File: config.mk
export PLATFORM = sky130hd
export DESIGN_NAME = fsr_need_div
export DESIGN_NICKNAME = d
export VERILOG_FILES = /design/src/rtl/core/fsr_pkg.sv /design/src/rtl/core/fsr_need_div.sv
export SDC_FILE = /design/constraint.sdc
export NUM_CORES = 1
export LEC_CHECK = 0
export ABC_AREA = 1
export BUFFER_PORTS_ARGS = -buffer_cell sky130_fd_sc_hd__buf_2
export CAP_MARGIN = 20
export CORE_ASPECT_RATIO = 0.7
export CORE_UTILIZATION = 30
export DETAILED_ROUTE_END_ITERATION = 10
export GPL_ROUTABILITY_DRIVEN = 0
export PLACE_DENSITY_LB_ADDON = 0.08
export SLEW_MARGIN = 5
export SYNTH_ARGS = -nofsm -noshare
export SYNTH_HDL_FRONTEND = slang
export SYNTH_SLANG_ARGS = --single-unit
export TNS_END_PERCENT = 5
File: constraint.sdc
create_clock -name clk -period 7.87 [get_ports clk]
set_clock_uncertainty 0.05 [all_clocks]
set_input_delay 1.1805 -clock clk [delete_from_list [all_inputs] [get_ports clk]]
set_output_delay 1.1805 -clock clk [all_outputs]
set_load 0.03 [all_outputs]
File: src/rtl/core/fsr_pkg.sv
// Shared types, constants and command codes of the file segment reassembly block.
`timescale 1ns / 1ps
`default_nettype none
package fsr_pkg;

  localparam int unsigned SEGMENTS_DEF = 32768;
  localparam int unsigned SEG_BYTES    = 5;
  localparam int unsigned SEG_W        = 8 * SEG_BYTES;
  localparam int unsigned SIZE_W       = 18;
  localparam int unsigned ADDR_W       = 16;
  localparam int unsigned BLK_W        = 16;
  // Segment counts reach at most 65536 for the largest memory.
  localparam int unsigned NEED_W       = 17;

  // ceil(size / 5) = floor((size + 4) * RECIP_M / 2**RECIP_SH) for any 19-bit sum.
  localparam int unsigned RECIP_SH     = 21;
  localparam int unsigned RECIP_M      = ((2 ** RECIP_SH) + SEG_BYTES - 1) / SEG_BYTES;

  localparam logic [1:0] CMD_RECV    = 2'd0;
  localparam logic [1:0] CMD_READ    = 2'd1;
  localparam logic [1:0] CMD_DELIVER = 2'd2;

  typedef struct packed {
    logic [1:0]       cmd;
    logic             toggle;
    logic [ADDR_W-1:0] seg_index;
    logic [BLK_W-1:0] block_two;
    logic [BLK_W-1:0] block_three;
    logic [BLK_W-1:0] block_four;
  } in_t;

  typedef struct packed {
    logic       file_complete;
    logic       segment_present;
    logic [7:0] byte_zero;
    logic [7:0] byte_one;
    logic [7:0] byte_two;
    logic [7:0] byte_three;
    logic [7:0] byte_four;
  } out_t;

endpackage
`default_nettype wire

File: src/rtl/core/fsr_need_div.sv
// Two-stage reciprocal multiplier that turns a byte length into a segment count.
`timescale 1ns / 1ps
`default_nettype none
module fsr_need_div (
  input  wire logic                        clk,
  input  wire logic                        rst_n,
  input  wire logic                        go,
  input  wire logic [fsr_pkg::SIZE_W-1:0]  size,
  output logic      [fsr_pkg::NEED_W-1:0]  need,
  output logic                             done
);
  import fsr_pkg::*;

  localparam int unsigned SUM_W  = SIZE_W + 1;
  localparam int unsigned PROD_W = 2 * SUM_W;

  logic [SUM_W-1:0]  sum;
  logic [PROD_W-1:0] prod_r;
  logic              go_r;

  assign sum = {1'b0, size} + SUM_W'(SEG_BYTES - 1);

  always_ff @(posedge clk) begin
    if (!rst_n) begin
      go_r <= 1'b0;
      done <= 1'b0;
    end else begin
      go_r <= go;
      done <= go_r;
    end
    if (go) begin
      prod_r <= PROD_W'(sum) * PROD_W'(RECIP_M);
    end
    if (go_r) begin
      need <= prod_r[RECIP_SH +: NEED_W];
    end
  end

endmodule
`default_nettype wire

==> impl_metrics.toml, run 1 <==
[place]
hpwl_microns = 22500
dp.cells = 1426
port_buffers = 38
place_ws_ns = 0.121

[finish]
nFillCells = 3008
seqCellArea_sq_um = 1060
area_growth_pct = 10.6
multiInputGateArea_sq_um = 6490
instances_no_fill = 1434
drive_gt1_share_pct = 8.00
antenna_cells = 0
final_net_count = 1371

[floorplanning]
initial_core_util_pct = 30.9
die_h_microns = 144
core_region_area_sq_um = 28100
die_area_sq_um = 29600
rows = 51
ioPinCount = 39
die_x_microns = 205

[clock_tree]
cts_buffers = 5
clk_pin_slew_worst_paths_ns = 0.06
cts.repair.resized = 0
cts_sinks = 36
ctsHoldBuffers = 0
cts_tree = "built"
htree_levels = 2
clk-insertion-delay-late_ns = 0.28
cts_setup_buffers = 0
cts_root_buf = "clkbuf_16"
ctsLongestPathBuffers = 2

[drt]
drt-initial-drc-count = 312
avgViaCountPerCell = 4.47
via_count = 6405
post_drt_wl_per_cell_microns = 17.1
dr.pass1.iters = 4
finalWirelength_microns = 24500
postRouteAntennaNets = 0
route.detailed.drc = 0

[setup_path]
cp_max_fo = 6
reg2reg_to = "need[12]"
reg2reg_slack_ns = 6.60
crit_arrival_ns = 7.38
crit_path_end_kind = "flip-flop"
worst_ep_required_time_ns = 7.85
r2r-start = "go_r"
start_kind = "input pin"
rr_worst_depth = 0
crit_type = "input pin to flip-flop"

[min_path]
hold_end = "need[2]"
hold_path.class = "flip-flop to flip-flop"
hold_start = "prod_r[23]"
worstHoldPathCells = 0

[logic_synthesis]
syn-num-nets = 1311
synth_cell_types = 34
synth_area_leader_cell = "fa_1"
synth.top_cell.area_share_pct = 29.1
synth_edf_count = 34
syn_area_sq_um = 8680
seq_area_frac_synth_pct = 12.2
yosys.cell_count.top_type = "inv_1"
ys.flop_type = "edfxtp_1"
synth_area_per_cell_sq_um = 8.66
ys_top_cells_by_count = "inv_1, ha_1, nand2_1, fa_1, nor2_1"
syn_inst = 1002
synth-seq-cells = 36
async_reset_ff_share_pct = 0
synth_warnings = 0
ys_top_cells_by_area = "fa_1, ha_1, inv_1"

[timing]
rsz0062_at_grt = "false"
period_share_pct = 94.0
fmax_mhz = 135
worstMarginPinSlew_ns = 0.805
period_needed_ns = 7.40
slew_violations = 0
fin_ws_ns = 0.474
final.setup.tns_ns = 0
finalSetupViolCount = 0
relSlewSlack_pct = 46.3
hold_ws_ns = 0.365
hold_viol = 0

[global_route]
antenna_found_initial = 0
track_usage_pct = 17.7
grt_first_pass_wirelength_microns = 39100
grt_pass1_vias = 6788
overflow = 0
grt_max_degree = 19

[run]
cap_violations = 0

[outcome]
outcome = "finished clean"
-- how the worst max path moves through the flow --
stage,from,end,cells past startpoint
floorplan,size[2],prod_r[33],27
global placement,size[2],prod_r[31],28
detailed placement,size[2],prod_r[31],28
CTS,size[2],prod_r[31],28
global route,size[2],prod_r[31],28
finish,size[2],prod_r[31],28
-- critical path, cell delays in order --
cell     delay, ns
buf_2         0.13
inv_2         0.11
nor2_2        0.21
nand3_4       0.12
nor2_4        0.14
nand4_1       0.17
nor2_1        0.15
xnor2_1       0.22
inv_1         0.22
ha_1          0.42
fa_1          0.51
inv_1         0.06
fa_1          0.58
inv_1         0.07
fa_1          0.47
fa_1          0.49
inv_1         0.05
fa_1          0.52
inv_1         0.04
ha_1          0.31
a21oi_1       0.18
o21ai_0       0.18
a21oi_2       0.26
nor2_1        0.08
nor3_1        0.27
nand2_1       0.10
nand2_1       0.07
nand2_1       0.06
-- metrics by stage --
step	util (%)	cell area (sq um)
6_report	34.1	9600
3_5_place_dp	33.6	9450
3_3_place_gp	33.6	9450
5_1_grt	34.1	9600
2_1_floorplan	-	8680
4_1_cts	34.1	9600
-- logic make-up after synthesis --
logic type	count (synthesis)	synth area share, %
and+or+nand+nor	250	12.4
DFF	36	12.2
AOI/OAI and AO/OA	91	6.14
adders and majority gates	288	52.4
xor gates and xnor gates	35	3.79
buffers and inverters	302	13.1
-- final cells by class --
class | instances | area share (%)
well taps | 371 | 4.83
flip-flops and latches | 36 | 11.0
multi-input cells | 664 | 67.6
repair buffers | 53 | 3.15
clock inverters | 1 | 0.0782
inverters | 302 | 11.8
clock buffers | 7 | 1.49
-- flip-flops by register name, summed over array words and instances (netlist names) --
name    flops
need       17
prod_r     17
done        1
go_r        1
-- cells in the final DEF (no fill, tap or decap), types with 2 or more instances in the layout --
| cell | count |
|---|---|
| edfxtp_1 | 34 |
| clkbuf_16 | 5 |
| nand3_2 | 2 |
| a21o_1 | 8 |
| buf_4 | 15 |
| nand3_1 | 22 |
| xor2_1 | 22 |
| fa_1 | 126 |
| ha_1 | 162 |
| inv_2 | 6 |
| nand4_2 | 2 |
| o311ai_0 | 2 |
| a21oi_1 | 39 |
| dfxtp_1 | 2 |
| o211ai_1 | 2 |
| xnor2_1 | 10 |
| o21bai_1 | 5 |
| nor3_1 | 12 |
| nand2_1 | 139 |
| nor2_2 | 3 |
| nor2_1 | 58 |
| a31o_2 | 2 |
| o21a_1 | 6 |
| nor2_4 | 3 |
| xnor2_2 | 2 |
| buf_2 | 38 |
| a31oi_1 | 2 |
| o21ai_0 | 20 |
| inv_1 | 296 |
| a21boi_0 | 3 |
| nand4_1 | 5 |
-- per-layer routing --
metal  up-vias  wire (microns)  track usage [%]
met5         -               0                0
met4         0              93             1.36
met3         6            1100             2.39
met1      3094           14200             29.2
li1       3183               -                -
met2       122            9080             24.6
Power of run 1 is left out: the tool's default activity adds up to more than one toggle a clock period on the data nets, which glitch-free logic cannot reach.
==> inputs of run 2 (changes only) <==
--- a/config.mk
+++ b/config.mk
@@ -12,8 +12,6 @@
 export CORE_UTILIZATION = 30
 export DETAILED_ROUTE_END_ITERATION = 10
 export GPL_ROUTABILITY_DRIVEN = 0
-export PLACE_DENSITY_LB_ADDON = 0.08
-export SLEW_MARGIN = 5
 export SYNTH_ARGS = -nofsm -noshare
 export SYNTH_HDL_FRONTEND = slang
 export SYNTH_SLANG_ARGS = --single-unit
==> run 2 against run 1 <==
Worst hold slack improved by 0.0050 ns. Die area did not move. Global-route usage fell by 1.5 points. Utilization down 0.31 points. Cell count is 0.77% lower. Via count increased by 1.1%. Final area shrank 0.90%. Fmax decreased by 1.6%. Clock-buffer cell count unchanged. Worst setup slack worse by 0.12 ns. Non-clock buffer count decreased by 11. Critical endpoint is now prod_r[32].
==> impl_metrics.toml, run 2 (synthesis results as in run 1) <==
[place]
port_buffers = 38
place_area_sq_um = 9370
hpwl_microns = 20300
place_ws_ns = 0.121

[setup_path]
crit_path_end_kind = "flip-flop"
cp_max_fo = 6
crit_arrival_ns = 7.50
critPathLaunch = "size[2]"
crit_type = "input pin to flip-flop"
cp-endpoint = "prod_r[32]"
reg2reg_to = "need[16]"
worst_ep_required_time_ns = 7.85
cp_num_cells = 28
path_buf_inv = 7
max_stage_delay_ns = 0.56
start_kind = "input pin"
crit_top_cell = "inv_1"
reg2reg_slack_ns = 6.63
r2r-start = "go_r"
cp_slowest_cell = "fa_1"
cp_top_family = "adder cells"
rr_worst_depth = 0

[finish]
final_common_cell = "inv_1"
antenna_cells = 0
area_growth_pct = 9.61
final_net_count = 1360
design_area_sq_um = 9520
largest_registers = "need (17), prod_r (17)"
drive_gt1_share_pct = 6.94
nFillCells = 2945
final_cell_mix = "inv_1, ha_1, nand2_1"

[clock_tree]
cts_setup_buffers = 0
ctsLongestPathBuffers = 2
cts.repair.resized = 0
cts_sinks = 36
ctsHoldBuffers = 0
cts_root_buf = "clkbuf_16"
clk_pin_slew_worst_paths_ns = 0.05
clk-insertion-delay-late_ns = 0.27
cts_buffers = 5
htree_levels = 2
cts_tree = "built"

[global_route]
grt_pass1_vias = 6801
antenna_found_initial = 0
grt_first_pass_wirelength_microns = 36600
track_usage_pct = 16.2
overflow = 0
grt_max_degree = 19

[min_path]
hold_path.class = "flip-flop to flip-flop"
worstHoldPathCells = 0

[drt]
via_count = 6476
dr.pass1.iters = 5
route.detailed.drc = 0
avgViaCountPerCell = 4.55
finalWirelength_microns = 22400
drt-initial-drc-count = 368
post_drt_wl_per_cell_microns = 15.7
postRouteAntennaNets = 0

[floorplanning]
die_area_sq_um = 29600
initial_core_util_pct = 30.9
die_h_microns = 144
die_x_microns = 205
ioPinCount = 39
core_region_area_sq_um = 28100
rows = 51

[timing]
relSlewSlack_pct = 48.6
fmax_mhz = 133
worstMarginPinSlew_ns = 0.770
final.setup.tns_ns = 0
fin_ws_ns = 0.352
period_share_pct = 95.5
period_needed_ns = 7.52
hold_viol = 0
slew_violations = 0
rsz0062_at_grt = "false"
finalSetupViolCount = 0

[run]
cap_violations = 0

[outcome]
outcome = "finished clean"
-- run 2: area by class of cell --
type	count	area [sq um]	area share, %
Clock buffer	7	143	1.50
Clock inverter	1	7.51	0.0789
Inverter	302	1130	11.9
Multi-Input combinational cell	664	6490	68.2
Sequential cell	36	1060	11.1
Tap cell	371	464	4.88
Timing Repair Buffer	42	220	2.31
-- run 2: layer usage --
layer  global-route usage [%]  share of wire [%]  wire (microns)  up-vias
met2                     22.4                 37            8220      206
met5                        0                  0               0        -
met1                     25.5                 54           12000     3089
li1                         -                  -               -     3169
met4                     1.68               0.63             142        0
met3                     4.06                8.9            1990       12
-- run 2: worst min path at each step --
stage | end | start | slack (ns)
final | need[0] | prod_r[21] | 0.37
after global routing | need[13] | prod_r[34] | 0.37
after CTS | need[15] | prod_r[36] | 0.37
after detailed placement | need[10] | prod_r[31] | 0.36
after global placement | need[10] | prod_r[31] | 0.36
after floorplan | need[0] | prod_r[21] | 0.35
-- run 2: per-stage QoR --
| step | hold WS (ns) | cells | utilization, % |
|---|---|---|---|
| final | 0.370 | 1423 | 33.8 |
| after detailed placement | 0.357 | 1415 | 33.3 |
| after global routing | 0.374 | 1423 | 33.8 |
| after global placement | 0.356 | 1415 | 33.3 |
| after CTS | 0.373 | 1423 | 33.8 |
| after floorplan | 0.350 | 1002 | - |
Power of run 2 is left out for the same reason.
