### config.mk
export PLATFORM = sky130hd
export DESIGN_NAME = fsr_ctrl
export DESIGN_NICKNAME = d
export VERILOG_FILES = /design/src/rtl/core/fsr_pkg.sv /design/src/rtl/core/fsr_ctrl.sv
export SDC_FILE = /design/constraint.sdc
export NUM_CORES = 1
export LEC_CHECK = 0
export BUFFER_PORTS_ARGS = -buffer_cell sky130_fd_sc_hd__buf_4
export CAP_MARGIN = 25
export CELL_PAD_IN_SITES_DETAIL_PLACEMENT = 1
export CELL_PAD_IN_SITES_GLOBAL_PLACEMENT = 2
export CORE_AREA = 2 2 170 172
export CTS_CLUSTER_DIAMETER = 30
export DETAILED_ROUTE_END_ITERATION = 7
export DIE_AREA = 0 0 172 174
export MAX_ROUTING_LAYER = met4
export PLACE_DENSITY_LB_ADDON = 0.1
export SYNTH_ARGS = -nofsm -noshare
export SYNTH_HDL_FRONTEND = slang
export SYNTH_SLANG_ARGS = --single-unit
### constraint.sdc
create_clock -name clk -period 9.9 [get_ports clk]
set_clock_uncertainty 0.1 [all_clocks]
set_input_delay 0.495 -clock clk [delete_from_list [all_inputs] [get_ports clk]]
set_output_delay 0.495 -clock clk [all_outputs]
set_load 0.05 [all_outputs]
### src/rtl/core/fsr_pkg.sv
// Shared types, constants and command codes of the file segment reassembly block.
`timescale 1ns / 1ps
`default_nettype none
package fsr_pkg;

  localparam int unsigned SEGMENTS_DEF = 32768;
  localparam int unsigned SEG_BYTES    = 5;
  localparam int unsigned SEG_W        = 8 * SEG_BYTES;
  localparam int unsigned SIZE_W       = 18;
  localparam int unsigned ADDR_W       = 16;
  localparam int unsigned BLK_W        = 16;
  // Segment counts reach at most 65536 for the largest memory.
  localparam int unsigned NEED_W       = 17;

  // ceil(size / 5) = floor((size + 4) * RECIP_M / 2**RECIP_SH) for any 19-bit sum.
  localparam int unsigned RECIP_SH     = 21;
  localparam int unsigned RECIP_M      = ((2 ** RECIP_SH) + SEG_BYTES - 1) / SEG_BYTES;

  localparam logic [1:0] CMD_RECV    = 2'd0;
  localparam logic [1:0] CMD_READ    = 2'd1;
  localparam logic [1:0] CMD_DELIVER = 2'd2;

  typedef struct packed {
    logic [1:0]       cmd;
    logic             toggle;
    logic [ADDR_W-1:0] seg_index;
    logic [BLK_W-1:0] block_two;
    logic [BLK_W-1:0] block_three;
    logic [BLK_W-1:0] block_four;
  } in_t;

  typedef struct packed {
    logic       file_complete;
    logic       segment_present;
    logic [7:0] byte_zero;
    logic [7:0] byte_one;
    logic [7:0] byte_two;
    logic [7:0] byte_three;
    logic [7:0] byte_four;
  } out_t;

endpackage
`default_nettype wire

### src/rtl/core/fsr_ctrl.sv
// Command sequencer: map clearing, recount walk and read-modify-write of both memories.
`timescale 1ns / 1ps
`default_nettype none
module fsr_ctrl #(
  parameter int unsigned SEGMENTS = fsr_pkg::SEGMENTS_DEF
) (
  input  wire logic                          clk,
  input  wire logic                          rst_n,
  input  wire logic                          start,
  input  wire fsr_pkg::in_t                  in_data,
  output logic                               busy,
  output logic                               out_valid,
  output fsr_pkg::out_t                      out_data,
  input  wire logic                          cfg_valid,
  output logic                               cfg_ready,
  input  wire logic [fsr_pkg::SIZE_W-1:0]    cfg_data,
  output logic [$clog2(SEGMENTS)-1:0]        map_addr,
  output logic                               map_we,
  output logic                               map_wd,
  input  wire logic                          map_rd,
  output logic [$clog2(SEGMENTS)-1:0]        seg_addr,
  output logic                               seg_we,
  output logic [fsr_pkg::SEG_W-1:0]          seg_wd,
  input  wire logic [fsr_pkg::SEG_W-1:0]     seg_rd,
  output logic                               div_go,
  output logic [fsr_pkg::SIZE_W-1:0]         div_size,
  input  wire logic [fsr_pkg::NEED_W-1:0]    div_need,
  input  wire logic                          div_done
);
  import fsr_pkg::*;

  localparam int unsigned AW = $clog2(SEGMENTS);
  localparam int unsigned CW = $clog2(SEGMENTS + 1);
  localparam logic [ADDR_W:0] SEG_LIM  = (ADDR_W + 1)'(SEGMENTS);
  localparam logic [SIZE_W:0] MAX_SIZE = (SIZE_W + 1)'(SEGMENTS * SEG_BYTES);

  typedef enum logic [2:0] {
    S_BOOT, S_IDLE, S_DIV, S_CNT, S_TCLR, S_RD, S_UPD
  } state_t;

  state_t            state_r, state_nxt;
  logic [AW-1:0]     clr_idx_r, clr_idx_nxt;
  logic [CW-1:0]     cnt_idx_r, cnt_idx_nxt;
  logic              rdp_r, rdp_nxt;
  logic              pend_r, pend_nxt;
  logic [SIZE_W-1:0] size_r, size_nxt;
  logic [CW-1:0]     need_r, need_nxt;
  logic [CW-1:0]     cnt_r, cnt_nxt;
  logic              last_tog_r, last_tog_nxt;
  logic              dlv_r, dlv_nxt;
  logic              any_r, any_nxt;
  logic              out_valid_r, out_valid_nxt;
  out_t              out_data_r, out_data_nxt;
  logic [1:0]        cmd_r, cmd_nxt;
  logic [AW-1:0]     addr_r, addr_nxt;
  logic              inr_r, inr_nxt;
  logic [SEG_W-1:0]  data_r, data_nxt;

  logic cfg_acc, in_acc, size_ok, is_recv, is_read, need_hit, inc;

  assign busy      = (state_r != S_IDLE) || pend_r;
  assign cfg_ready = ((state_r == S_IDLE && !start) || state_r == S_BOOT) && !pend_r;
  assign cfg_acc   = cfg_valid && cfg_ready;
  assign in_acc    = start && !busy;
  assign size_ok   = {1'b0, cfg_data} <= MAX_SIZE;
  assign div_size  = cfg_data;
  assign out_valid = out_valid_r;
  assign out_data  = out_data_r;

  assign is_recv  = cmd_r == CMD_RECV;
  assign is_read  = cmd_r == CMD_READ;
  assign need_hit = CW'(addr_r) < need_r;
  // A fresh mark below the needed count moves the count by one.
  assign inc      = is_recv && inr_r && !map_rd && need_hit;

  assign seg_addr = addr_r;
  assign seg_wd   = data_r;

  always_comb begin
    state_nxt     = state_r;
    clr_idx_nxt   = clr_idx_r;
    cnt_idx_nxt   = cnt_idx_r;
    rdp_nxt       = rdp_r;
    pend_nxt      = pend_r;
    size_nxt      = size_r;
    need_nxt      = need_r;
    cnt_nxt       = cnt_r;
    last_tog_nxt  = last_tog_r;
    dlv_nxt       = dlv_r;
    any_nxt       = any_r;
    out_valid_nxt = 1'b0;
    out_data_nxt  = out_data_r;
    cmd_nxt       = cmd_r;
    addr_nxt      = addr_r;
    inr_nxt       = inr_r;
    data_nxt      = data_r;
    map_addr      = addr_r;
    map_we        = 1'b0;
    map_wd        = 1'b0;
    seg_we        = 1'b0;
    div_go        = 1'b0;

    if (div_done) begin
      need_nxt = div_need[CW-1:0];
      pend_nxt = 1'b0;
    end

    unique case (state_r)
      S_BOOT: begin
        map_addr    = clr_idx_r;
        map_we      = 1'b1;
        clr_idx_nxt = clr_idx_r + AW'(1);
        if (&clr_idx_r) begin
          state_nxt = S_IDLE;
        end
        // The map is all clear here, so a new length needs no recount.
        if (cfg_acc && size_ok) begin
          size_nxt = cfg_data;
          div_go   = 1'b1;
          pend_nxt = 1'b1;
        end
      end
      S_IDLE: begin
        if (cfg_acc) begin
          if (size_ok) begin
            size_nxt  = cfg_data;
            div_go    = 1'b1;
            pend_nxt  = 1'b1;
            state_nxt = S_DIV;
          end
        end else if (in_acc) begin
          cmd_nxt  = in_data.cmd;
          addr_nxt = in_data.seg_index[AW-1:0];
          inr_nxt  = {1'b0, in_data.seg_index} < SEG_LIM;
          data_nxt = {in_data.block_two[7:0], in_data.block_three, in_data.block_four};
          state_nxt = S_RD;
          case (in_data.cmd)
            CMD_RECV: begin
              any_nxt      = 1'b1;
              last_tog_nxt = in_data.toggle;
              if (in_data.toggle != last_tog_r) begin
                dlv_nxt   = 1'b0;
                cnt_nxt   = '0;
                state_nxt = S_TCLR;
              end
            end
            CMD_DELIVER: dlv_nxt = 1'b1;
            default: ;
          endcase
        end
      end
      S_DIV: begin
        if (div_done) begin
          cnt_nxt     = '0;
          cnt_idx_nxt = '0;
          rdp_nxt     = 1'b0;
          state_nxt   = S_CNT;
        end
      end
      S_CNT: begin
        // One map read per cycle; the mark comes back in the next cycle.
        map_addr = cnt_idx_r[AW-1:0];
        if (rdp_r) begin
          cnt_nxt = cnt_r + CW'(map_rd);
        end
        if (cnt_idx_r < need_r) begin
          cnt_idx_nxt = cnt_idx_r + CW'(1);
          rdp_nxt     = 1'b1;
        end else begin
          rdp_nxt = 1'b0;
          if (!rdp_r) begin
            state_nxt = S_IDLE;
          end
        end
      end
      S_TCLR: begin
        map_addr    = clr_idx_r;
        map_we      = 1'b1;
        clr_idx_nxt = clr_idx_r + AW'(1);
        if (&clr_idx_r) begin
          state_nxt = S_RD;
        end
      end
      S_RD: begin
        state_nxt = S_UPD;
      end
      S_UPD: begin
        map_wd  = 1'b1;
        map_we  = is_recv && inr_r;
        seg_we  = is_recv && inr_r;
        cnt_nxt = cnt_r + CW'(inc);
        out_valid_nxt = 1'b1;
        out_data_nxt.file_complete = !dlv_r && (size_r != '0) && any_r
                                     && (cnt_nxt >= need_r);
        out_data_nxt.segment_present = is_read && inr_r && map_rd;
        if (is_read && inr_r) begin
          out_data_nxt.byte_zero  = seg_rd[39:32];
          out_data_nxt.byte_one   = seg_rd[31:24];
          out_data_nxt.byte_two   = seg_rd[23:16];
          out_data_nxt.byte_three = seg_rd[15:8];
          out_data_nxt.byte_four  = seg_rd[7:0];
        end else begin
          out_data_nxt.byte_zero  = '0;
          out_data_nxt.byte_one   = '0;
          out_data_nxt.byte_two   = '0;
          out_data_nxt.byte_three = '0;
          out_data_nxt.byte_four  = '0;
        end
        state_nxt = S_IDLE;
      end
      default: state_nxt = S_IDLE;
    endcase
  end

  always_ff @(posedge clk) begin
    if (!rst_n) begin
      state_r     <= S_BOOT;
      clr_idx_r   <= '0;
      cnt_idx_r   <= '0;
      rdp_r       <= 1'b0;
      pend_r      <= 1'b0;
      size_r      <= '0;
      need_r      <= '0;
      cnt_r       <= '0;
      last_tog_r  <= 1'b0;
      dlv_r       <= 1'b0;
      any_r       <= 1'b0;
      out_valid_r <= 1'b0;
    end else begin
      state_r     <= state_nxt;
      clr_idx_r   <= clr_idx_nxt;
      cnt_idx_r   <= cnt_idx_nxt;
      rdp_r       <= rdp_nxt;
      pend_r      <= pend_nxt;
      size_r      <= size_nxt;
      need_r      <= need_nxt;
      cnt_r       <= cnt_nxt;
      last_tog_r  <= last_tog_nxt;
      dlv_r       <= dlv_nxt;
      any_r       <= any_nxt;
      out_valid_r <= out_valid_nxt;
    end
    out_data_r <= out_data_nxt;
    cmd_r      <= cmd_nxt;
    addr_r     <= addr_nxt;
    inr_r      <= inr_nxt;
    data_r     <= data_nxt;
  end

endmodule
`default_nettype wire

==> reports/qor.txt, run 1 <==
Synth top area cells: edfxtp_1 (32%), dfxtp_1 (19%), ha_1 (6.8%)
Final setup viols: 0
XOR/XNOR share of the synthesized area: 0.0289
Max stage delay on crit path: 0.49 ns
Largest net degree at the start of global routing: 78
P per Cell Area: 135 nW/um^2
GPL Wtd Cong: 0.762
Synth Area in Compound Gates: 0.116
CP cell instances: ha_1 -> a21o_1 -> a21o_1 -> a21oi_1 -> o221ai_1 -> a21oi_1 -> ha_1 -> ha_1 -> nand3_1 -> nor3_1 -> nand3_1 -> xnor2_1 -> ha_1 -> and4_1 -> nand3_1 -> or3_1 -> a21oi_1 -> o21ai_0 -> a2111oi_0
Layout cells sized above 1: 0.293
HPWL Detailed: 20.3 mm
Unrepaired setup endpoints after global routing: no
Final max-slew violation count: 0
Via count: 7,439
TritonCTS buffer count: 17
Main combinational cell family by area after synthesis: simple AND/OR/NAND/NOR gates
Clock transition at path regs: 0.08 ns
Final Hold Fails: 0
Synth Area in Simple Gates: 0.196
DIE AREA: 29,900 sq um
Final worst slack: 4.63 ns
Sequential share of the synthesized area: 0.512
CP most frequent cell: ha_1
Max-cap violation count: 0
Leakage: 5.14 nW
Synthesized flop and latch total: 190
Fill count: 3,222
Post-synth EDFFs: 100
R2r setup slk: 4.63 ns
IO Pins: 285
DRT Pass-1 Iters: 4
Synthesized Nets: 1,081
GRT Util Overall: 0.188
Mux cell area share after synthesis: 0.0362
Worst Setup Path Type: reg2reg
Synthesized area per cell: 10.6 sq um
Synth Flop Type: edfxtp_1
CP delay by family, top: compound AO/OA/AOI/OAI gates
Rows: 62
Critical Path Source Type: flop
Clk_lat worst skew: 0.43 ns
Tmin final: 5.27 ns
Worst path bufs/invs: 0
Fmax achieved: 190 MHz
Setup_tns: 0 ns
Adder-cell share of the synthesized area: 0.0680
Hold Crit Start: in_data[29]
Final WL: 27.1 mm
Synth top area share: 0.320
Hold buffers post-CTS: 0
Crit share post-route: 0.532
Worst R2R Start: seg_addr[9]$_DFFE_PP_
PortBufs: 275
Commonest cells post-synth: edfxtp_1 (100), dfxtp_1 (90), nand2_1 (71)
RR Endpoint: out_data[41]$_DFFE_PP_
FF+latch area: 4800 sq um
Core Box Area: 28,200 sq um
Worst-path cell with the longest stage delay: nor3_1
Clock Path Buffers: 2
Post-CTS setup buffers: 0
Starting Density: 0.333
Crit path DAT: 5.38 ns
N_diodes: 0
Max FO, Critical Path: 5
Hold/Removal Path Class: in2reg
Synth async-reset ratio: 0
WL per Instance: 17.8 microns
Outcome: completed
Initial DRC Count: 368
Cell area after synthesis: 9390 sq um
H-tree Lvls: 4
Post-Synthesis Cells: 882
Synth cell types: 68
Antenna violation net count after detailed routing: 0
Total clock sinks: 190
Most frequent cell after synthesis: edfxtp_1
Vias in the first global route: 7,716
CTS resizes: 0
Area grow syn2layout: 30.8%
Vias/cell: 4.89
CTS Root Buffer Type: clkbuf_16
Die W: 172 microns
Synth Warn #: 0
Worst slack, placed: 4.53 ns
First-pass GRT wire length: 42.6 mm
Slew @ Worst Pin: 0.809 ns
Worst IR Drop VDD: 0.0000876 V
Worst setup EP type: flop
Endpoint of the worst hold path: seg_wd[29]$_DFFE_PP_
CTS tree: yes
Fin nets: 1,322
Final std cells w/o fill: 1,520
Critical path data required time: 10.01 ns
DRC Markers: 0
Overflow after GRT: 0
Fin util: 0.435
Slew Limit Headroom: 0.459
Synth area leader: edfxtp_1
Overall die height: 174 microns
Multi-input logic area: 4180 sq um
Cell count after placement: 1,488
Hold path cells: 1
R2R cell count: 19
Initial antenna violation count: 0
==> sequential cells by signal (all words and copies together) (netlist names), 2 cells and up <==
name	flops
out_data	42
state_r	3
seg_addr	15
cnt_idx_r	16
cmd_r	2
cnt_r	16
seg_wd	40
need_r	16
clr_idx_r	15
size_r	18
==> worst register-to-register path: cells and delay by family, from the launching register on <==
kind,cells,cell delay [ns]
XOR/XNOR,1,0.19
AO/OA/AOI/OAI,8,1.60
AND/OR/NAND/NOR,6,1.52
flip-flops,1,0.45
adder cells (fa/ha/maj),4,1.19
==> layer usage <==
layer  GRT usage  up-vias  wire, microns
met5           -        -              0
met4      0.0340        0            167
met3      0.0387       10           1460
met2       0.302      200          13000
met1       0.249     3567          12500
li1            -     3662              -
==> worst max path at each step <==
stage                     startpoint                endpoint  slack [ns]  depth (start not counted)
2_1_floorplan  seg_addr[9]$_DFFE_PP_  out_data[41]$_DFFE_PP_        5.32                         19
5_1_grt        seg_addr[9]$_DFFE_PP_  out_data[41]$_DFFE_PP_        4.26                         19
3_3_place_gp   seg_addr[9]$_DFFE_PP_  out_data[41]$_DFFE_PP_        4.61                         19
6_report       seg_addr[9]$_DFFE_PP_  out_data[41]$_DFFE_PP_        4.63                         19
4_1_cts        seg_addr[9]$_DFFE_PP_  out_data[41]$_DFFE_PP_        4.48                         19
3_5_place_dp   seg_addr[9]$_DFFE_PP_  out_data[41]$_DFFE_PP_        4.53                         19
==> report_power, final <==
part	internal (mW)	switching [mW]	leakage [nW]
Sequential	0.834	0.00628	1.73
Clock	0.346	0.335	0.280
Combinational	0.0694	0.0712	3.13
Total	1.25	0.412	5.14
==> cell families (layout without fill, tap and decap cells) <==
kind of cell    Yosys count  in the layout
simple gates            331            331
flops                   190            190
xor+xnor                 31             31
mux                      34             34
buf+inv                  85            339
compound gates          160            160
fa+ha+maj                51             51
==> layout by cell type, fill, tap and decap left out, types with 27 or more instances in the layout <==
cell and n:
a21oi_1 36, and2_1 58, buf_4 281, dfxtp_1 90, edfxtp_1 100, ha_1 51
mux2i_1 34, nand2_1 71, nor2_1 43, nor2b_1 33, o21ai_0 27
==> layout make-up <==
| cell class | instances | area share |
|---|---|---|
| clock buffers | 19 | 0.0369 |
| clock inverters | 13 | 0.0102 |
| inverters | 24 | 0.00733 |
| multi-input cells | 607 | 0.340 |
| flip-flops and latches | 190 | 0.391 |
| well taps | 384 | 0.0391 |
| repair buffers | 283 | 0.175 |
==> per-stage QoR <==
| stage | power [mW] | hold slack, ns | area (sq um) |
|---|---|---|---|
| after floorplan | 0.934 | 0.341 | 9390 |
| after global placement | 0.998 | 0.353 | 11700 |
| after detailed placement | 1.00 | 0.360 | 11700 |
| after CTS | 1.69 | 0.107 | 12300 |
| after global routing | 1.73 | 0.107 | 12300 |
| final | 1.66 | 0.134 | 12300 |
(Power assumes the default switching activity.)
==> inputs of run 2 (changes only) <==
- CORE_AREA: 2 2 170 172 -> 2 2 183 185
- DIE_AREA: 0 0 172 174 -> 0 0 185 187
- clock period: 9.9 -> 4.59 ns (I/O delays scaled with it)
==> run 2 against run 1 <==
Compared with the run above:
- setup slack got worse by 4.4 ns
- maximum frequency increased by 21%
- sequential power increased by 120%
- final cell count increased by 15%
- sequential cell count unchanged
- first-iteration DRC count decreased by 5.7%
- critical endpoint unchanged
- largest cell class unchanged
- largest power group unchanged
==> reports/qor.txt, run 2 (same netlist as run 1, synthesis figures left out) <==
Outcome: completed
Hold/Removal Path Class: in2reg
Worst-path cell with the longest stage delay: edfxtp_1
IO Pins: 285 (unchanged)
Die W: 185 microns (+7.6%)
CP Launch Point: seg_addr[9]$_DFFE_PP_
DRT Pass-1 Iters: 6 (+2)
R2R cell count: 19 (unchanged)
Worst Setup Path Type: reg2reg
Hold path cells: 2 (+1)
Hold Crit Start: map_rd
Overflow after GRT: 0 (unchanged)
Slew @ Worst Pin: 0.977 ns (+0.168 ns)
Vias in the first global route: 8,817 (+14%)
N_diodes: 0 (unchanged)
CTS tree: yes
Design area: 14,000 sq um (+14%)
Final Hold Fails: 0 (unchanged)
Max FO, Critical Path: 2 (-3)
Tmin final: 4.36 ns (-0.910 ns)
Final WL: 32.2 mm (+19%)
Critical path data required time: 4.75 ns (-5.26 ns)
Slew Limit Headroom: 0.349 (-0.110)
Setup_tns: 0 ns (unchanged)
Largest net degree at the start of global routing: 77 (-1.3%)
Clock Path Buffers: 2 (unchanged)
Overall die height: 187 microns (+7.5%)
Crit share post-route: 0.950 (+0.418)
Leakage: 5.86 nW (+14%)
Largest register FFs: 42 (unchanged)
Worst setup EP type: flop
Unrepaired setup endpoints after global routing: no
Final max-slew violation count: 0 (unchanged)
Worst R2R Start: seg_addr[9]$_DFFE_PP_
Total clock sinks: 190 (unchanged)
TritonCTS buffer count: 17 (unchanged)
Fill count: 3,673 (+14%)
P per Cell Area: 274 nW/um^2 (+100%)
PortBufs: 275 (unchanged)
Most frequent cells in the layout: buf_4 (314), dlygate4sd3_1 (134), edfxtp_1 (100)
GRT Util Overall: 0.196 (+0.00726)
Vias/cell: 4.69 (-4.2%)
Initial antenna violation count: 0 (unchanged)
Fmax achieved: 229 MHz (+21%)
H-tree Lvls: 4 (unchanged)
Via count: 8,203 (+10%)
Clk_lat worst skew: 0.45 ns (+0.02 ns)
Starting Density: 0.286 (-0.0468)
Max stage delay on crit path: 0.44 ns (-0.05 ns)
HPWL Detailed: 22.5 mm (+11%)
Area grow syn2layout: 49.4%
Antenna violation net count after detailed routing: 0 (unchanged)
Fin nets: 1,487 (+12%)
Initial DRC Count: 347 (-5.7%)
GPL Wtd Cong: 0.745 (-2.2%)
DRC Markers: 0 (unchanged)
Clock transition at path regs: 0.08 ns (about the same)
Max-cap violation count: 0 (unchanged)
Endpoint of the worst hold path: out_data[40]$_DFFE_PP_
RR Endpoint: out_data[41]$_DFFE_PP_
R2r setup slk: 0.23 ns (-4.40 ns)
Critical Path Source Type: flop
Core Box Area: 32,900 sq um (+16%)
Crit path DAT: 4.52 ns (-0.86 ns)
CTS Root Buffer Type: clkbuf_16
Layout cells sized above 1: 0.291 (-0.00259)
Placed cell area: 12,000 sq um (+2.4%)
Rows: 67 (+8.1%)
First-pass GRT wire length: 50.4 mm (+18%)
WL per Instance: 18.4 microns (+3.2%)
Final setup viols: 0 (unchanged)
DIE AREA: 34,600 sq um (+16%)
CP cell instances: ha_4 -> a21o_1 -> a21o_1 -> a21oi_2 -> o221ai_1 -> a21oi_1 -> ha_2 -> ha_1 -> nand3_2 -> nor3_2 -> nand3_2 -> xnor2_2 -> ha_1 -> and4_1 -> nand3_1 -> or3_4 -> a21oi_2 -> o21ai_2 -> a2111oi_2
Commonest non-fill, non-tap cell in the layout: buf_4
Worst IR Drop VDD: 0.000230 V (+160%)
-- run 2: changes by cell type in the layout (fill, tap and decap cells not counted), moves of 3 or more --
cell and delta:
bufinv_16 +3, buf_4 +33, dlygate4sd3_1 +134, a21oi_1 -3, inv_6 +4, a21oi_2 +3
inv_8 -3
-- run 2: cell type report --
cell class / count / area (sq um) / share of cell area
flip-flops and latches: 190 / 4800 / 0.342
repair buffers: 448 / 3700 / 0.264
clock inverters: 15 / 201 / 0.0144
inverters: 24 / 90.1 / 0.00642
well taps: 448 / 561 / 0.0399
clock buffers: 17 / 425 / 0.0303
multi-input cells: 607 / 4250 / 0.303
-- run 2: critical path, delay by kind of cell, from the launching register on --
family	cells	cell delay, ns
compound gates	8	1.30
xor+xnor	1	0.18
fa+ha+maj	4	0.95
flops	1	0.44
simple gates	6	1.18
-- run 2: worst max-delay path by stage --
stage / slack [ns] / depth (start not counted) / endpoint
after floorplan: 0.01 / 19 / out_data[41]$_DFFE_PP_
after global placement: -0.14 / 17 / out_data[41]$_DFFE_PP_
after detailed placement: -0.20 / 17 / out_data[41]$_DFFE_PP_
after CTS: 0.006 / 19 / out_data[41]$_DFFE_PP_
after global routing: 0.01 / 19 / out_data[41]$_DFFE_PP_
final: 0.23 / 19 / out_data[41]$_DFFE_PP_
-- run 2: routing by layer --
layer  GRT usage  share of wire  vias to the layer above
li1            -              -                     4001
met1       0.245           0.45                     3987
met2       0.321           0.49                      185
met3      0.0362          0.040                       30
met4      0.0559          0.016                        0
met5           -              0                        -
-- run 2: power by group --
| part | switching [mW] | internal [mW] | total, mW |
|---|---|---|---|
| Clock | 0.737 | 0.877 | 1.61 |
| Combinational | 0.189 | 0.236 | 0.425 |
| Sequential | 0.0135 | 1.80 | 1.81 |
| Total | 0.939 | 2.91 | 3.85 |
-- run 2: stage by stage --
stage | utilization | hold slack (ns) | cells | total power, mW | worst slack, ns
floorplan | - | 0.228 | 882 | 2.01 | 0.0115
global placement | 0.365 | 0.307 | 1582 | 2.17 | -0.135
detailed placement | 0.365 | 0.309 | 1582 | 2.17 | -0.196
CTS | 0.425 | 0.0160 | 1748 | 3.90 | 0.00645
global route | 0.427 | 0.0402 | 1749 | 3.99 | 0.0128
finish | 0.427 | 0.0555 | 1749 | 3.85 | 0.230
-- run 2: what timing repair did --
| action | in CTS | in global routing |
|---|---|---|
| resized for setup | 5 | 12 |
| buffers inserted | 0 | 1 |
| hold buffers | 134 | 0 |
| endpoints found under the hold margin | 134 | 0 |
| setup endpoints to repair | 1 | 1 |
| pin swaps | 2 | 5 |
==> inputs of run 3 (changes only) <==
- GPL_TIMING_DRIVEN: not set -> 0
==> run 3 against run 2 <==
Compared with the run above:
- clock-buffer cell count is the same
- combinational power rose by 3%
- setup slack lost 0.063 ns
- sequential power barely moved
- routed wire length grew 3.5%
- core utilization is 0.78 points higher
- final area up 1.8%
- via count grew 2.5%
- sequential share of layout area fell by 0.61 points
- clock power is essentially flat
- largest cell class unchanged
- largest power group unchanged
- highest routed layer unchanged
==> reports/qor.txt, run 3 (same netlist as run 1, synthesis figures left out) <==
Outcome: completed
HPWL Detailed: 24.1 mm (+7.0%)
Initial antenna violation count: 0 (unchanged)
Total power: 3.88 mW (+0.67%)
Largest register FFs: 42 (unchanged)
R2r setup slk: 0.17 ns (-0.06 ns)
Worst slack, placed: -1.32 ns (-1.12 ns)
Hold/Removal Path Class: in2reg
Starting Density: 0.286 (unchanged)
Unrepaired setup endpoints after global routing: no
Most frequent cells in the layout: buf_4 (302), dlygate4sd3_1 (135), edfxtp_1 (100)
Total clock sinks: 190 (unchanged)
DRT Pass-1 Iters: 4 (-2)
Clock Path Buffers: 2 (unchanged)
Layout cells sized above 1: 0.291 (+0.000309)
Overall die height: 187 microns (unchanged)
Final WL: 33.3 mm (+3.5%)
Hold Worst Slack: 0.0763 ns (+0.0208 ns)
Core Box Area: 32,900 sq um (unchanged)
Final worst slack: 0.167 ns (-0.0631 ns)
TritonCTS buffer count: 17 (unchanged)
Tmin final: 4.42 ns (+0.0631 ns)
DRC Markers: 0 (unchanged)
Final setup viols: 0 (unchanged)
CTS Root Buffer Type: clkbuf_16
Rows: 67 (unchanged)
GRT Util Overall: 0.203 (+0.00764)
Leakage: 5.97 nW (+1.9%)
H-tree Lvls: 4 (unchanged)
First-pass GRT wire length: 51.8 mm (+2.8%)
Overflow after GRT: 0 (unchanged)
PortBufs: 275 (unchanged)
CTS tree: yes
Crit share post-route: 0.964 (+0.0137)
GPL Wtd Cong: 0.783 (+5.1%)
Initial DRC Count: 218 (-37%)
DIE AREA: 34,600 sq um (unchanged)
Die W: 185 microns (unchanged)
Commonest non-fill, non-tap cell in the layout: buf_4
WL per Instance: 18.7 microns (+1.6%)
Area grow syn2layout: 52.2%
Antenna violation net count after detailed routing: 0 (unchanged)
Critical path data required time: 4.77 ns (+0.02 ns)
Worst Setup Path Type: reg2reg
Vias in the first global route: 9,016 (+2.3%)
Final max-slew violation count: 0 (unchanged)
Crit path DAT: 4.60 ns (+0.08 ns)
Max FO, Critical Path: 3 (+1)
N_diodes: 0 (unchanged)
Clock transition at path regs: 0.08 ns (about the same)
IO Pins: 285 (unchanged)
Worst setup EP type: flop
P per Cell Area: 271 nW/um^2 (-1.1%)
Critical Path Source Type: flop
Vias/cell: 4.72 (+0.64%)
Slew Limit Headroom: 0.471 (+0.122)
Slew @ Worst Pin: 0.794 ns (-0.183 ns)
Worst IR Drop VDD: 0.000246 V (+6.6%)
Max-cap violation count: 0 (unchanged)
Fin nets: 1,520 (+2.2%)
Largest net degree at the start of global routing: 37 (-52%)
Fmax achieved: 226 MHz (-1.4%)
Fill count: 3,697 (+0.65%)
Clk_lat worst skew: 0.46 ns (about the same)
Final Hold Fails: 0 (unchanged)
Via count: 8,411 (+2.5%)
run 3: final timing paths:
kind                    startpoint                      end  cells after the start
max          seg_addr[9]$_DFFE_PP_   out_data[41]$_DFFE_PP_                     19
min                      cfg_valid  state_r[2]$_SDFFE_PN0P_                      3
max reg2reg  seg_addr[9]$_DFFE_PP_   out_data[41]$_DFFE_PP_                     19
min reg2reg     any_r$_SDFFE_PN0P_       any_r$_SDFFE_PN0P_                      1
run 3: report_power, final:
group / switching, mW / leakage (nW) / internal [mW]
sequential: 0.0148 / 1.73 / 1.80
combinational: 0.197 / 3.93 / 0.242
clock: 0.745 / 0.311 / 0.880
total: 0.956 / 5.97 / 2.92
run 3: worst max-delay path, cell delays in order, from the launching register on:
cell and delay [ns]:
edfxtp_1 0.44, ha_4 0.24, a21o_1 0.15, a21o_1 0.18, a21oi_4 0.24, o221ai_2 0.16
a21oi_2 0.20, ha_4 0.17, ha_4 0.14, nand3_4 0.09, nor3_4 0.26, nand3_2 0.16
xnor2_4 0.19, ha_4 0.29, and4_4 0.20, nand3_1 0.11, or3_4 0.39, a21oi_4 0.14
o21ai_4 0.09, a2111oi_4 0.29
run 3: final cells by class:
type,instances,area [sq um],share of cell area
clock buffers,17,425,0.0298
well taps,448,561,0.0392
multi-input cells,607,4360,0.305
flip-flops and latches,190,4810,0.336
plain buffers,61,320,0.0224
clock inverters,15,203,0.0142
repair buffers,420,3520,0.247
inverters,24,92.6,0.00648
run 3: timing repair:
item                                    CTS  global route
hold buffers                            135             0
setup buffers                             6             1
hold endpoints to repair                135             0
resized for setup                        28             7
pin swaps                                 9             7
endpoints found under the setup margin    1             1
run 3: metal layers:
layer | vias up | routed length [microns] | global-route usage
met4 | 0 | 508 | 0.0556
met1 | 4112 | 14900 | 0.253
met3 | 33 | 1280 | 0.0343
met5 | - | 0 | -
li1 | 4069 | - | -
met2 | 197 | 16700 | 0.339
run 3: per-stage QoR:
stage | cell area (sq um) | setup TNS (ns) | utilization | instances
finish | 14300 | 0 | 0.435 | 1782
global route | 14300 | 0 | 0.435 | 1782
CTS | 14200 | 0 | 0.433 | 1781
detailed placement | 12100 | -1.32 | 0.367 | 1608
global placement | 12000 | -1.41 | 0.366 | 1605
floorplan | 9390 | 0 | - | 882
